## config.mk

```make
export PLATFORM = sky130hd
export DESIGN_NAME = ngdp_ctrl
export DESIGN_NICKNAME = d
export VERILOG_FILES = /design/src/sv/ngdp_pkg.sv /design/src/sv/ngdp_ctrl.sv
export SDC_FILE = /design/constraint.sdc
export NUM_CORES = 1
export LEC_CHECK = 0
export ABC_AREA = 1
export BUFFER_PORTS_ARGS = -buffer_cell sky130_fd_sc_hd__buf_2
export CAP_MARGIN = 20
export CORE_AREA = 2 2 39 41
export CTS_BUF_LIST = sky130_fd_sc_hd__clkbuf_16
export CTS_CLUSTER_SIZE = 14
export DETAILED_ROUTE_END_ITERATION = 8
export DIE_AREA = 0 0 41 43
export MAX_ROUTING_LAYER = met4
export PLACE_DENSITY = 0.55
export RECOVER_POWER = 100
export SLEW_MARGIN = 0
export SYNTH_ARGS = -nofsm -noshare
export SYNTH_HDL_FRONTEND = slang
export SYNTH_SLANG_ARGS = --single-unit
```

## constraint.sdc

```tcl
create_clock -name clk -period 1 [get_ports clk]
set_input_delay 0.1 -clock clk [delete_from_list [all_inputs] [get_ports clk]]
set_output_delay 0.1 -clock clk [all_outputs]
set_load 0.01 [all_outputs]
```

## src/sv/ngdp_pkg.sv

```systemverilog
// Package for the next greater digit permutation block: field widths, constants,
// controller states and the command and status bundles between controller and datapath.
// No dependencies.
`timescale 1ns / 1ps

package ngdp_pkg;

  localparam int DEFAULT_MAX_DIGITS = 10;
  localparam int VALUE_W            = 31;
  localparam int NEXT_W             = 32;
  localparam int DIGIT_W            = 4;
  localparam int ACC_W              = 34;
  localparam int QUOT_W             = 28;
  localparam int PROD_W             = 63;
  localparam int RECIP_SHIFT        = 35;

  localparam logic [31:0]       RECIP_TEN = 32'hCCCC_CCCD;
  localparam logic [ACC_W-1:0]  LIMIT_POS = ACC_W'(64'd2147483647);
  localparam logic [NEXT_W-1:0] NONE_CODE = 32'hFFFF_FFFF;

  typedef enum logic [2:0] {
    ST_IDLE,
    ST_SPLIT,
    ST_PIVOT,
    ST_PIVRD,
    ST_SUCC,
    ST_BUILD,
    ST_FINISH
  } ngdp_state_t;

  typedef struct packed {
    logic load;
    logic split_step;
    logic set_none;
    logic latch_k;
    logic latch_p;
    logic start_build;
    logic build_step;
    logic out_load;
  } ngdp_cmd_t;

  typedef struct packed {
    logic split_done;
    logic split_full;
    logic few_digits;
    logic pivot_found;
    logic build_last;
    logic out_free;
  } ngdp_status_t;

endpackage

```

## src/sv/ngdp_ctrl.sv

```systemverilog
// Controller of the next greater digit permutation block: sequences the datapath
// through split, search, rebuild and output. Depends on ngdp_pkg.
`timescale 1ns / 1ps

module ngdp_ctrl import ngdp_pkg::*; (
  input  logic         clk,
  input  logic         rst_n,
  input  logic         in_valid,
  output logic         in_ready,
  input  ngdp_status_t status,
  output ngdp_cmd_t    cmd
);

  ngdp_state_t state_r;
  ngdp_state_t state_nxt;

  always_ff @(posedge clk) begin
    if (!rst_n) begin
      state_r <= ST_IDLE;
    end else begin
      state_r <= state_nxt;
    end
  end

  always_comb begin
    state_nxt = state_r;
    cmd       = '0;
    in_ready  = 1'b0;
    case (state_r)
      ST_IDLE: begin
        in_ready = 1'b1;
        if (in_valid) begin
          cmd.load  = 1'b1;
          state_nxt = ST_SPLIT;
        end
      end
      ST_SPLIT: begin
        if (status.split_done) begin
          state_nxt = ST_PIVOT;
        end else if (status.split_full) begin
          cmd.set_none = 1'b1;
          state_nxt    = ST_FINISH;
        end else begin
          cmd.split_step = 1'b1;
        end
      end
      ST_PIVOT: begin
        if (status.few_digits || !status.pivot_found) begin
          cmd.set_none = 1'b1;
          state_nxt    = ST_FINISH;
        end else begin
          cmd.latch_k = 1'b1;
          state_nxt   = ST_PIVRD;
        end
      end
      ST_PIVRD: begin
        cmd.latch_p = 1'b1;
        state_nxt   = ST_SUCC;
      end
      ST_SUCC: begin
        cmd.start_build = 1'b1;
        state_nxt       = ST_BUILD;
      end
      ST_BUILD: begin
        cmd.build_step = 1'b1;
        if (status.build_last) begin
          state_nxt = ST_FINISH;
        end
      end
      ST_FINISH: begin
        if (status.out_free) begin
          cmd.out_load = 1'b1;
          state_nxt    = ST_IDLE;
        end
      end
      default: begin
        state_nxt = ST_IDLE;
      end
    endcase
  end

endmodule

```

======== Word level (Yosys, flattened, before mapping) ========
Cells that the tools add are included.
W data, S select, Z words.
operators by class
  muxes and demuxes ....................... 23
  reductions and logical operators ........ 4
  equal/unequal tests ..................... 10
operators with widths
  kind                  number
  $pmux W3 S7           1
  $mux W3               6
  $mux W1               14
  $eq A3 B3 Y1 const B  3
  $eq A3 B2 Y1 const B  2
  $ne A2 B2 Y1 const B  3
  $reduce_and A4 Y1     1
  $eq A3 B1 Y1 const B  1
  $logic_not A3 Y1      1
  $ne A3 B3 Y1 const B  1
  $mux W2               1
  $pmux W1 S2           1
  $logic_not A1 Y1      1
  $logic_or A1 B1 Y1    1
storage, ports and cells
  input bits .............................. 9
  word-level logic and storage cells ...... 38
  register bits after elaboration ......... 3

======== Depth between registers and ports, before layout ========
  depth in word-level cells ............... 4
  gate-level depth with buffers ........... 7
  mapped depth without buffers ............ 7

======== Least setup slack after synthesis ========
Ideal clock, no wire load.
  path kind ............................... register to register
  start point ............................. reg state_r[2]
  end point ............................... reg state_r[0]
  arrival time ............................ 947 ps
  setup slack ............................. -17 ps
  period minus slack after synthesis ...... 1,017 ps
  data required time ...................... 930 ps
  cell stages (with the launch flop) ...... 7
  cells stage by stage .................... dfxtp_1 -> buf_4 -> nor3_2 -> nand3_1 -> clkinv_1 -> nor2_1 -> a21oi_1
between the ends
  longest elaborated chain between the ends .. 3
RTL lines
  what                                                           line             source
  from (decl)                                                    ngdp_ctrl.sv:14  ngdp_state_t state_r;
  from (signal assigned)                                         ngdp_ctrl.sv:21  state_r <= state_nxt;
  $eq A3 B1 Y1 (tied with other cells)                           ngdp_ctrl.sv:29  case (state_r)
  $ne A3 B3 Y1 (no source line) or $ne A2 B2 Y1 (tied branches)  n/a
  $reduce_and A4 Y1 (no source line)                             n/a
Several ways; a longest one is shown, not always the timed one.
A chain may end at the register's enable or synchronous reset.

==> impl_metrics.ini <==
[cells_and_area]
nFillCells = 142
syn2layout_area_growth_pct = 119.1
n_antenna_cell = 0
largest_register = state_r
drive_gt1_frac = 0.6047
design_area_um2 = 646.9
finalNetCount = 96
largest_reg_flops = 3
ff_latch_area_um2 = 71.32
multi_input_area_um2 = 230.2
reg_top3 = state_r: 3 flops

[drt]
vias = 453
drcViolationCount = 0
wirelength_met1_um = 455
post_drt_wl_per_cell_um = 10.02
vias_per_cell = 4.441
drt_iter0_drc = 12
wl_met2_um = 489
routed_wl_mm = 1.022
dr.pass1.iters = 4
drtAntennaViolNets = 0
highest_layer = met3
met3_length_um = 77

[setup_path]
critPathMaxStageDelay_ns = 0.38
start_kind = register
crit_path_end = cmd[5]
crit_path_start = state_r[0]
cp.depth = 5
crit_family = flip-flops
regToRegSetupSlack_ns = -0.17
crit_arrival_ns = 1.12
cp.buffers_inverters = 2
crit_type = register to output pin
reg2reg_depth = 7
cp.required_ns = 0.90
cp-end-kind = output pin
reg2reg_to = state_r[2]
crit_chain = inv_4 > nor2_4 > nand2_2 > o21ai_2 > buf_2
r2r-start = state_r[0]
cp_slowest_cell = dfxtp_4
crit_fanout = 4

[die]
core_area_um2 = 1384
die_y_um = 43
rows = 14
initial_core_util = 0.2134
num_io_pins = 18
dieArea_um2 = 1763
die_w_um = 41

[yosys]
synth_nets = 64
synth.area.top_cells = dfxtp_1 20%, inv_1 15%, nand3_1 14%
yosysMostFrequentCell = inv_1
synth_commonest_cells = 12 x inv_1, 10 x nand2_1, 8 x nand3_1
yosys.area.top_type_share = 0.2034
syn-instance-count = 55
synth_ff_type = dfxtp_1
synth_enable_flop_cells = 0
avgSynthCellArea_um2 = 5.369
yosys.area.top_type = dfxtp_1
yosysSeqAreaShare = 0.2034
synthesis.area_um2 = 295.3
yosysWarnings = 0
synthArstFlopShare = 0
ys_ff_latch = 3
synth_cell_types = 16

[outcome]
violations = negative setup slack
status = finished with violations

[clock_network]
root_buffer = clkbuf_16
clk_pin_slew_ns = 0.03
clkLatencyLatePin_ns = 0.22
cts_tree = yes
htreeDepth = 1
hold_buffers = 0
cts_buffer_depth = 2
cts_buffers = 3
cts.sinks = 3

[hold_path]
worstHoldStart = rst_n
hold_path_class = input pin to register

[timing]
finalCritPeriodShare = 1.218
skew_ns = 0.0004161
setup_viol = 12
drv_slew = 0
relSlewSlack = 0.8643
tightestPinTransition_ns = 0.2033
timing.hold.ws_ns = 0.1323
fin_setup_tns_ns = -1.843
hold_viol = 0
max_freq_mhz = 821.1
rsz0062_at_grt = true
worst_slack_ns = -0.2179
min_period_ns = 1.218

[placement]
place.port_buffers = 17
dp_hpwl_um = 613.8
place_area_um2 = 422.9
gp_congestion = 0.7623

[power_and_ir_drop]
power_mw = 1.614
power_density_nw_per_um2 = 2495
p_leak_nw = 0.3659
peakVddDrop_mv = 1.157

[global_route]
grt_use_total = 0.1489
gr-total-overflow = 0
grt_pass1_vias = 431
grt_max_degree = 6
grt_antenna_before_repair = 0
grt_first_pass_wirelength_mm = 1.738

[flow_run]
maxCapViolCount = 0
placed cells by master (no fill, tap or decap):
cell type  synthesis  routed
buf_2              0      15
inv_1             12      12
buf_4              1      10
nand2_1           10       8
nand3_2            0       4
nor2_1             6       4
nand3_1            8       4
clkbuf_16          0       3
buf_6              0       3
dfxtp_4            0       3
inv_4              0       2
nor2_2             2       2
nor2_4             0       2
nand2_2            0       2
a21oi_1            3       2
nor3_4             0       1
clkinv_2           0       1
nor3_2             1       1
o21ai_2            0       1
inv_2              2       1
nand4_1            1       1
or2_1              1       1
a21oi_2            0       1
o21ai_0            2       1
and2_1             1       1
how the worst min path moves through the flow:
stage	to	slack [ns]	cells after the start
final	state_r[2]	0.13	3
after global routing	state_r[2]	0.15	3
after CTS	state_r[2]	0.13	3
after detailed placement	state_r[2]	0.37	3
after global placement	state_r[1]	0.36	3
after floorplan	state_r[1]	0.23	2
where the power goes:
group	total [mW]	internal [mW]	switching, mW
registers	0.248	0.173	0.0751
clock network	0.625	0.516	0.109
logic	0.741	0.351	0.390
total	1.61	1.04	0.574
worst reg2reg max path, cell delays in order (launching register included):
cell and delay, ns:
dfxtp_4 0.38, inv_4 0.05, buf_4 0.14, nand4_1 0.14, nand2_2 0.09, nor2_4 0.11, nand2_1 0.07, a21oi_1 0.11
what timing repair did:
action,CTS,global route
setup endpoints to repair,12,12
setup buffers,7,1
gates cloned,0,0
pin swaps,8,7
resized for setup,18,10
cell families (layout without fill, tap and decap cells):
| group | after synthesis | count (layout) | share of synthesized area |
|---|---|---|---|
| buffers and inverters | 16 | 47 | 0.2161 |
| DFF | 3 | 3 | 0.2034 |
| and+or+nand+nor | 31 | 31 | 0.4958 |
| AOI/OAI and AO/OA | 5 | 5 | 0.08473 |
metal layers:
metal | vias to the layer above | track usage
met5 | - | -
met4 | 0 | 0.06000
met3 | 0 | 0.04712
met2 | 27 | 0.2063
met1 | 197 | 0.1949
li1 | 229 | -
metrics by stage:
step           worst slack [ns]  utilization  std cells
6_report                -0.2179       0.4675        102
5_1_grt                 -0.2856       0.4675        102
4_1_cts                 -0.2236       0.4439        102
3_5_place_dp            -0.1356       0.3056         91
3_3_place_gp            -0.1469       0.3056         91
2_1_floorplan          -0.01661            -         55
cell type report:
type,count,area share
clock buffer,3,0.1161
clock inverter,1,0.005803
inverter,15,0.09671
multi-input combinational,36,0.3559
sequential,3,0.1103
tap,16,0.03095
timing repair buffer,28,0.2843
Note: power is estimated with default switching activity, not from simulation.
